## src/rtl/slx_pkg.sv

```systemverilog
// Shared types, instruction codes and heading tables for the stack language execute unit.
// Used by slx_ctrl, slx_dp and stack_language_execute_unit_top; depends on nothing.
package slx_pkg;

    // Instruction bytes
    localparam logic [7:0] CH_SLASH = 8'h2F;
    localparam logic [7:0] CH_BACK  = 8'h5C;
    localparam logic [7:0] CH_REV   = 8'h78;
    localparam logic [7:0] CH_AUP   = 8'h5E;
    localparam logic [7:0] CH_ADOWN = 8'h76;
    localparam logic [7:0] CH_ALEFT = 8'h3C;
    localparam logic [7:0] CH_ARGHT = 8'h3E;
    localparam logic [7:0] CH_SKIP  = 8'h23;
    localparam logic [7:0] CH_END   = 8'h40;
    localparam logic [7:0] CH_RDNUM = 8'h26;
    localparam logic [7:0] CH_RDCHR = 8'h7E;
    localparam logic [7:0] CH_QUOTE = 8'h22;
    localparam logic [7:0] CH_LIST  = 8'h3D;
    localparam logic [7:0] CH_OUTC  = 8'h2C;
    localparam logic [7:0] CH_OUTN  = 8'h2E;
    localparam logic [7:0] CH_INC   = 8'h29;
    localparam logic [7:0] CH_DEC   = 8'h28;
    localparam logic [7:0] CH_DUP   = 8'h3A;
    localparam logic [7:0] CH_NOT   = 8'h21;
    localparam logic [7:0] CH_DROP  = 8'h24;
    localparam logic [7:0] CH_ADD   = 8'h2B;
    localparam logic [7:0] CH_SUB   = 8'h2D;
    localparam logic [7:0] CH_MUL   = 8'h2A;
    localparam logic [7:0] CH_DIV   = 8'h7C;
    localparam logic [7:0] CH_SWAP  = 8'h3B;
    localparam logic [7:0] CH_GT    = 8'h60;
    localparam logic [7:0] CH_ROT   = 8'h72;
    localparam logic [7:0] CH_DSWAP = 8'h73;
    localparam logic [7:0] CH_PICK  = 8'h67;
    localparam logic [7:0] CH_D0    = 8'h30;
    localparam logic [7:0] CH_D9    = 8'h39;
    localparam logic [7:0] CH_HA    = 8'h61;
    localparam logic [7:0] CH_HF    = 8'h66;

    // Headings; SUPER marks a conditional turn that pops the stack
    localparam logic [2:0] H_RIGHT = 3'd0;
    localparam logic [2:0] H_UP    = 3'd1;
    localparam logic [2:0] H_LEFT  = 3'd2;
    localparam logic [2:0] H_DOWN  = 3'd3;
    localparam logic [2:0] H_SUPER = 3'd4;

    // Result kinds
    localparam logic [1:0] KIND_NONE = 2'd0;
    localparam logic [1:0] KIND_CHAR = 2'd1;
    localparam logic [1:0] KIND_NUM  = 2'd2;
    localparam logic [1:0] KIND_LIST = 2'd3;

    // Instruction class, latched when an instruction is taken
    typedef enum logic [3:0] {
        CL_PLAIN, CL_TEXT, CL_HALTED, CL_MUL, CL_DIV, CL_SWAP,
        CL_ROT, CL_DSWAP, CL_PICK, CL_LIST, CL_SKIP
    } cls_t;

    // Datapath operations issued by the controller
    typedef enum logic [4:0] {
        DP_NOP, DP_LOAD, DP_RD_TOP, DP_RD_SEC, DP_CAP_B, DP_MUL, DP_DIV_INIT,
        DP_DIV, DP_EXEC, DP_SWAP2, DP_DEEP_RD, DP_DEEP_CAP, DP_ROT_RD,
        DP_ROT_WR, DP_DEEP_FIN, DP_MOVE, DP_REDUCE, DP_LIST_RD, DP_LIST_EMIT,
        DP_EMIT
    } dp_op_t;

    typedef struct packed {
        dp_op_t op;
    } slx_cmd_t;

    typedef struct packed {
        cls_t cls;
        logic ge2;
        logic mul_done;
        logic div_done;
        logic deep_ok;
        logic rot_more;
        logic halt;
        logic reduce_done;
        logic list_go;
        logic list_last;
        logic out_free;
    } slx_status_t;

    // New heading for mirrors and arrows, H_SUPER where the stack decides
    function automatic logic [2:0] turn_dir(input logic [7:0] c, input logic [1:0] h);
        logic [2:0] d;
        d = H_RIGHT;
        case (c)
            CH_SLASH: case (h)
                2'd0: d = H_UP;    2'd1: d = H_RIGHT; 2'd2: d = H_DOWN;  default: d = H_LEFT;
            endcase
            CH_BACK: case (h)
                2'd0: d = H_DOWN;  2'd1: d = H_LEFT;  2'd2: d = H_UP;    default: d = H_RIGHT;
            endcase
            CH_AUP: case (h)
                2'd0: d = H_UP;    2'd1: d = H_DOWN;  2'd2: d = H_UP;    default: d = H_SUPER;
            endcase
            CH_ADOWN: case (h)
                2'd0: d = H_DOWN;  2'd1: d = H_SUPER; 2'd2: d = H_DOWN;  default: d = H_UP;
            endcase
            CH_ALEFT: case (h)
                2'd0: d = H_SUPER; 2'd1: d = H_LEFT;  2'd2: d = H_RIGHT; default: d = H_LEFT;
            endcase
            CH_ARGHT: case (h)
                2'd0: d = H_LEFT;  2'd1: d = H_RIGHT; 2'd2: d = H_SUPER; default: d = H_RIGHT;
            endcase
            default: d = {1'b0, h};
        endcase
        return d;
    endfunction

endpackage

```

## src/rtl/slx_ctrl.sv

```systemverilog
// Controller of the stack language execute unit: sequences stack reads, execution,
// iterative units, pointer movement and result transfers. Depends on slx_pkg.
module slx_ctrl (
    input  logic                  clk,
    input  logic                  rst_n,
    input  logic                  in_valid,
    output logic                  in_ready,
    input  slx_pkg::slx_status_t  status,
    output slx_pkg::slx_cmd_t     cmd
);
    import slx_pkg::*;

    typedef enum logic [4:0] {
        S_IDLE, S_RDA, S_RDB, S_CAPB, S_MUL, S_DIVI, S_DIV, S_EXEC, S_SWAP2,
        S_DRD, S_DCAP, S_ROTRD, S_ROTWR, S_FIN, S_MOVE, S_RED, S_LRD, S_LOUT,
        S_EMIT
    } state_t;

    state_t state_reg, state_next;
    logic   second_reg, second_next;

    // Next state and datapath operation
    always_comb
    begin
        state_next  = state_reg;
        second_next = second_reg;
        cmd.op      = DP_NOP;
        case (state_reg)
            S_IDLE:
            begin
                if (in_valid)
                begin
                    cmd.op      = DP_LOAD;
                    second_next = 1'b0;
                    state_next  = S_RDA;
                end
            end
            S_RDA:
            begin
                cmd.op     = DP_RD_TOP;
                state_next = S_RDB;
            end
            S_RDB:
            begin
                cmd.op     = DP_RD_SEC;
                state_next = S_CAPB;
            end
            S_CAPB:
            begin
                cmd.op = DP_CAP_B;
                if (status.cls == CL_HALTED)
                    state_next = S_EMIT;
                else if (status.cls == CL_MUL && status.ge2)
                    state_next = S_MUL;
                else if (status.cls == CL_DIV && status.ge2)
                    state_next = S_DIVI;
                else
                    state_next = S_EXEC;
            end
            S_MUL:
            begin
                cmd.op = DP_MUL;
                if (status.mul_done)
                    state_next = S_EXEC;
            end
            S_DIVI:
            begin
                cmd.op     = DP_DIV_INIT;
                state_next = S_DIV;
            end
            S_DIV:
            begin
                cmd.op = DP_DIV;
                if (status.div_done)
                    state_next = S_EXEC;
            end
            S_EXEC:
            begin
                cmd.op = DP_EXEC;
                if (status.cls == CL_SWAP && status.ge2)
                    state_next = S_SWAP2;
                else if (status.cls inside {CL_ROT, CL_DSWAP, CL_PICK})
                    state_next = S_DRD;
                else
                    state_next = S_MOVE;
            end
            S_SWAP2:
            begin
                cmd.op     = DP_SWAP2;
                state_next = S_MOVE;
            end
            S_DRD:
            begin
                if (status.deep_ok)
                begin
                    cmd.op     = DP_DEEP_RD;
                    state_next = S_DCAP;
                end
                else
                    state_next = S_MOVE;
            end
            S_DCAP:
            begin
                cmd.op     = DP_DEEP_CAP;
                state_next = (status.cls == CL_ROT) ? S_ROTRD : S_FIN;
            end
            S_ROTRD:
            begin
                if (status.rot_more)
                begin
                    cmd.op     = DP_ROT_RD;
                    state_next = S_ROTWR;
                end
                else
                    state_next = S_FIN;
            end
            S_ROTWR:
            begin
                cmd.op     = DP_ROT_WR;
                state_next = S_ROTRD;
            end
            S_FIN:
            begin
                cmd.op     = DP_DEEP_FIN;
                state_next = S_MOVE;
            end
            S_MOVE:
            begin
                if (status.halt)
                    state_next = S_EMIT;
                else
                begin
                    cmd.op     = DP_MOVE;
                    state_next = S_RED;
                end
            end
            S_RED:
            begin
                cmd.op = DP_REDUCE;
                if (status.reduce_done)
                begin
                    if (status.cls == CL_SKIP && !second_reg)
                    begin
                        second_next = 1'b1;
                        state_next  = S_MOVE;
                    end
                    else if (status.list_go)
                        state_next = S_LRD;
                    else
                        state_next = S_EMIT;
                end
            end
            S_LRD:
            begin
                cmd.op     = DP_LIST_RD;
                state_next = S_LOUT;
            end
            S_LOUT:
            begin
                if (status.out_free)
                begin
                    cmd.op     = DP_LIST_EMIT;
                    state_next = status.list_last ? S_IDLE : S_LRD;
                end
            end
            S_EMIT:
            begin
                if (status.out_free)
                begin
                    cmd.op     = DP_EMIT;
                    state_next = S_IDLE;
                end
            end
            default: state_next = S_IDLE;
        endcase
    end

    assign in_ready = (state_reg == S_IDLE);

    // State register
    always_ff @(posedge clk or negedge rst_n)
    begin
        if (!rst_n)
        begin
            state_reg  <= S_IDLE;
            second_reg <= 1'b0;
        end
        else
        begin
            state_reg  <= state_next;
            second_reg <= second_next;
        end
    end

endmodule

```

## config.mk

```make
export PLATFORM = sky130hd
export DESIGN_NAME = slx_ctrl
export DESIGN_NICKNAME = d
export VERILOG_FILES = /design/src/rtl/slx_pkg.sv /design/src/rtl/slx_ctrl.sv
export SDC_FILE = /design/constraint.sdc
export NUM_CORES = 1
export LEC_CHECK = 0
export ABC_CLOCK_PERIOD_IN_PS = 1560
export BUFFER_PORTS_ARGS = -buffer_cell sky130_fd_sc_hd__buf_4
export CAP_MARGIN = 0
export CORE_MARGIN = 1
export CORE_UTILIZATION = 45
export CTS_CLUSTER_SIZE = 30
export DETAILED_ROUTE_END_ITERATION = 12
export GPL_TIMING_DRIVEN = 0
export PLACE_DENSITY_LB_ADDON = 0.08
export SYNTH_ARGS = -nofsm -noshare
export SYNTH_HDL_FRONTEND = slang
export SYNTH_SLANG_ARGS = --single-unit
```

## constraint.sdc

```tcl
create_clock -name clk -period 1.56 [get_ports clk]
set_input_delay 0.156 -clock clk [delete_from_list [all_inputs] [get_ports clk]]
set_output_delay 0.156 -clock clk [all_outputs]
set_load 0.05 [all_outputs]
```

### Word-level counts from Yosys, hierarchy flattened

Index checks and enable logic that the tools add are counted.

* output and inout port bits: 6
* word-level logic and storage cells: 76
* register bits: 6

* mux-type cells: 30
* eq/ne operators: 33
* reductions and logical operators: 11

Operators with widths (count)
* case mux 5 bit (19 select lines): 1
* case mux 5 bit (18 select lines): 1
* two-way mux 5 bit: 12
* == test 5 x 4 -> 1 bit (second input constant): 8
* == test 5 x 3 -> 1 bit (second input constant): 4
* == test 4 x 3 -> 1 bit (second input constant): 4
* == test 5 bit (second input constant): 3
* != test 2 bit (second input constant): 7
* two-way mux 3 bit: 4
* two-way mux 4 bit: 3
* == test 5 x 2 -> 1 bit (second input constant): 2
* == test 4 x 2 -> 1 bit (second input constant): 2
* == test 4 bit (second input constant): 2
* two-way mux 2 bit: 3
* AND reduction 6 bit: 1
* == test 5 x 1 -> 1 bit (second input constant): 1
* zero test 5 bit: 1
* two-way mux 1 bit: 5
* logical AND 1 bit: 4
* AND reduction 4 bit: 1
* nonzero test 3 bit: 1
* case mux 1 bit (2 select lines): 1
* nonzero test 2 bit: 1
* OR reduction 2 bit: 1
* zero test 1 bit: 1

### Depth between registers and ports, before layout

* word-level depth: 6
* depth in mapped cells: 7
* mapped depth without buffers: 5

### Worst setup path before layout

OpenSTA, ideal clock, no wires.

* kind: reg2out
* start point: reg state_reg[3]
* end point: out cmd[3] (netlist name)
* path buffers: 2
* data arrival time: 2.091 ns
* cell stages (with the launch flop): 6
* path slack: -0.687 ns
* cell sequence: dfrtp_1 > buf_6 > buf_2 > nor3_1 > a31oi_1 > o21ai_0

RTL lines
* start, declared: line slx_ctrl.sv:19 `state_t state_reg, state_next;`
* start signal, assigned: line slx_ctrl.sv:190 `state_reg <= state_next;`
* end, declared: line slx_ctrl.sv:9 `output slx_pkg::slx_cmd_t cmd`

### Final worst setup path

* start point: reg state_reg[0]
* end point: reg state_reg[1]

* word-level cells in the longest chain between the ends: 3

RTL lines
* == test 5 x 4 -> 1 bit, or another cell as far along: line slx_ctrl.sv:28 `case (state_reg)`
* OR reduction 2 bit (no source line) / != test 2 bit (equally long branches)
* case mux 5 bit (18 select lines) / AND reduction 6 bit (equally long branches)

Several ways; a longest one is shown, not always the timed one.
A chain may end at the register's enable or synchronous reset.

==> impl_results.md <==
- Startpoint types: register
- Mapped Area: 0.001044 mm2
- NetSw: 2.523 mW
- Async SR Flop Fraction: 100.0%
- TritonCTS Buffers: 3
- Sequential area share after synthesis: 14.39%
- Pint: 2.331 mW
- Slowest stage delay, CP: 430 ps
- Clock share of power: 3.5%
- Setup Skew: 19.31 ps
- # nets final: 208
- Largest register FFs: 5
- CTS Root Cell: clkbuf_4
- Die Ht: 50.16 um
- Drt pass-1 iters: 6
- Fillers: 131
- CP Cell Sequence: buf_6, buf_4, xnor2_4, nand2b_4, o2111a_2, o21ai_0, o22a_2
- Reg clk slew, reported paths: 60 ps
- Core Area: 0.002191 mm2
- Register Area: 153.9 um2
- Top cells by area, synth: dfrtp_1, buf_6, a21oi_1
- WHS: 147.5 ps
- First-pass GRT wire length: 6265 um
- RSZ-0062 raised after global routing: true
- EDFF count, synth: 0
- Worst path buffer plus inverter count: 2
- Outcome: finished, violations left
- Avg Cell Area, Syn: 7.507 um2
- ANT cells: 0
- Vias in the first global route: 1328
- Avg WL per Cell: 21.23 um
- Multi-input gate area: 972.2 um2
- Critical path arrival: 2110 ps
- GP Congestion: 0.9928
- Vias per inst: 6.825
- VDD IR max: 1888 uV
- Synth unique cells: 58
- Area grow syn2layout: 72.66%
- Sequential power share: 6.9%
- Critical path type: register to register
- Sink Count: 6
- Setup ws final: -402.8 ps
- Critical Path RT: 1710 ps
- Endpoints failing setup: 11
- HP Class: input pin to register
- Max-cap violations: 0
- Slew @ Worst Pin: 516.8 ps
- Post-synthesis register bit count: 6
- Die Wd: 50.16 um
- Fin util: 82.24%
- Critical Path Sink Type: register
- Fraction of layout cells with a size suffix above 1: 59.79%
- Initial DRC Count: 90
- PwrDens: 2694 mW/mm2
- Initial antenna violation count: 0
- YS warnings: 0
- Antenna viol nets, final: 0
- Overflow after GRT: 0
- Final Cell Area: 0.001802 mm2
- Die ar.: 0.002516 mm2
- Final worst path period share: 125.8%
- Post-DP HPWL: 2333 um
- Htree depth: 1
- Cell family with most CP delay: compound AO/OA/AOI/OAI gates
- Slowest CP cell: dfrtp_1
- Largest area contributor in the netlist: dfrtp_1
- Via Count: 1481
- Max clock buf depth: 2
- Max-slew violation count: 0
- Failing checks: setup timing
- # IOs: 23
- Syn nets: 156
- LEAKAGE: 0.7364 nW
- Synth cell count leaders: nor2_1, nand2_1, a21oi_1
- Switching Share: 51.98%
- Initial Util: 47.63%
- Crit-path max FO: 6
- Gr usage total: 33.48%
- Synth top area share: 14.39%
- Most common cell in the netlist: nor2_1
- Synth Instances: 139
- Site Rows: 17
- DRC: 0
- Logic pwr share: 89.6%
- Placed inst area: 0.001269 mm2
- Final min period: 1963 ps
- Final hold vios: 0
- Clk_lat worst skew: 280 ps
- I/O Buffers: 19
- Pin count of the biggest net entering global routing: 11
- Max_slew headroom: 65.28%
- Final WL: 4607 um
- Clock tree from TritonCTS: yes
- FMAX: 0.5095 GHz
- Synth Flop Type: dfrtp_1
## routing by layer
metal | wire length, um | vias to the layer above | part of all wire (%) | GRT usage, %
met5 | 0 | - | 0 | 0
met3 | 466 | 38 | 10 | 7.273
met2 | 2129 | 121 | 46 | 52.44
met1 | 1727 | 692 | 37 | 41.00
li1 | - | 630 | - | -
met4 | 284 | 0 | 6.2 | 21.43
## per-stage QoR
step | setup TNS (ps) | total power [mW] | std cells | setup WS, ps
after floorplan | -167.2 | 2.450 | 139 | -98.30
after global routing | -2908 | 5.024 | 217 | -427.0
after global placement | -955.4 | 3.062 | 186 | -283.0
final | -2539 | 4.853 | 217 | -402.8
after CTS | -1664 | 4.271 | 212 | -316.0
after detailed placement | -1089 | 3.076 | 186 | -334.5
## layout make-up
type	count	share of cell area, %
inverter	7	1.875
sequential	6	8.542
clock buffer	3	1.250
buffer	13	8.264
multi-input combinational	112	53.96
tap	28	1.944
timing repair buffer	48	24.17
## cell families after synthesis
| family | Yosys count | synth area share, % |
|---|---|---|
| multiplexers | 2 | 1.919 |
| AND/OR/NAND/NOR | 57 | 30.58 |
| buffers and inverters | 21 | 15.35 |
| XOR/XNOR | 2 | 1.679 |
| AO/OA/AOI/OAI | 51 | 36.09 |
| flip-flops | 6 | 14.39 |
## worst paths after layout
path                         startpoint           end  slack (ps)  cells past startpoint
max                        state_reg[0]  state_reg[1]        -400                      7
min in group asynchronous         rst_n    second_reg         220                      2
min reg2reg                  second_reg    second_reg         600                      1
max reg2reg                state_reg[0]  state_reg[1]        -400                      7
max in group asynchronous         rst_n  state_reg[2]        1190                      2
min                           status[3]    second_reg         150                      2
## power by group through the flow
stage	Combinational, mW	Sequential, mW	Clock, mW
finish	4.35	0.333	0.169
global route	4.52	0.336	0.170
CTS	3.83	0.294	0.148
detailed placement	2.77	0.311	0
global placement	2.76	0.305	0
floorplan	2.17	0.284	0
## timing repair
item,4_1_cts,5_1_grt
pin swaps,10,7
hold buffers,1,0
gates resized for setup,47,22
endpoints found under the hold margin,6,0
setup buffers,22,7
endpoints found under the setup margin,10,11
## layout by cell type (no fill, tap or decap), types with 3 or more instances in the layout
| cell type | instances |
|---|---|
| nor3_2 | 3 |
| nor2_1 | 10 |
| buf_4 | 33 |
| nand2_1 | 7 |
| buf_6 | 16 |
| o211ai_1 | 3 |
| dfrtp_1 | 3 |
| a21oi_1 | 8 |
| clkbuf_4 | 4 |
| dfrtp_2 | 3 |
| inv_1 | 5 |
| a21oi_2 | 3 |
| o21ai_2 | 3 |
| nand2_2 | 4 |
| nor3_1 | 4 |
| buf_8 | 5 |
## worst register-to-register path: cells and delay by family, from the launching register on
family / cells / cell delay [ps]
xor+xnor: 1 / 200
buf+inv: 2 / 320
flops: 1 / 430
compound gates: 3 / 700
simple gates: 1 / 180
(Power assumes the default switching activity.)
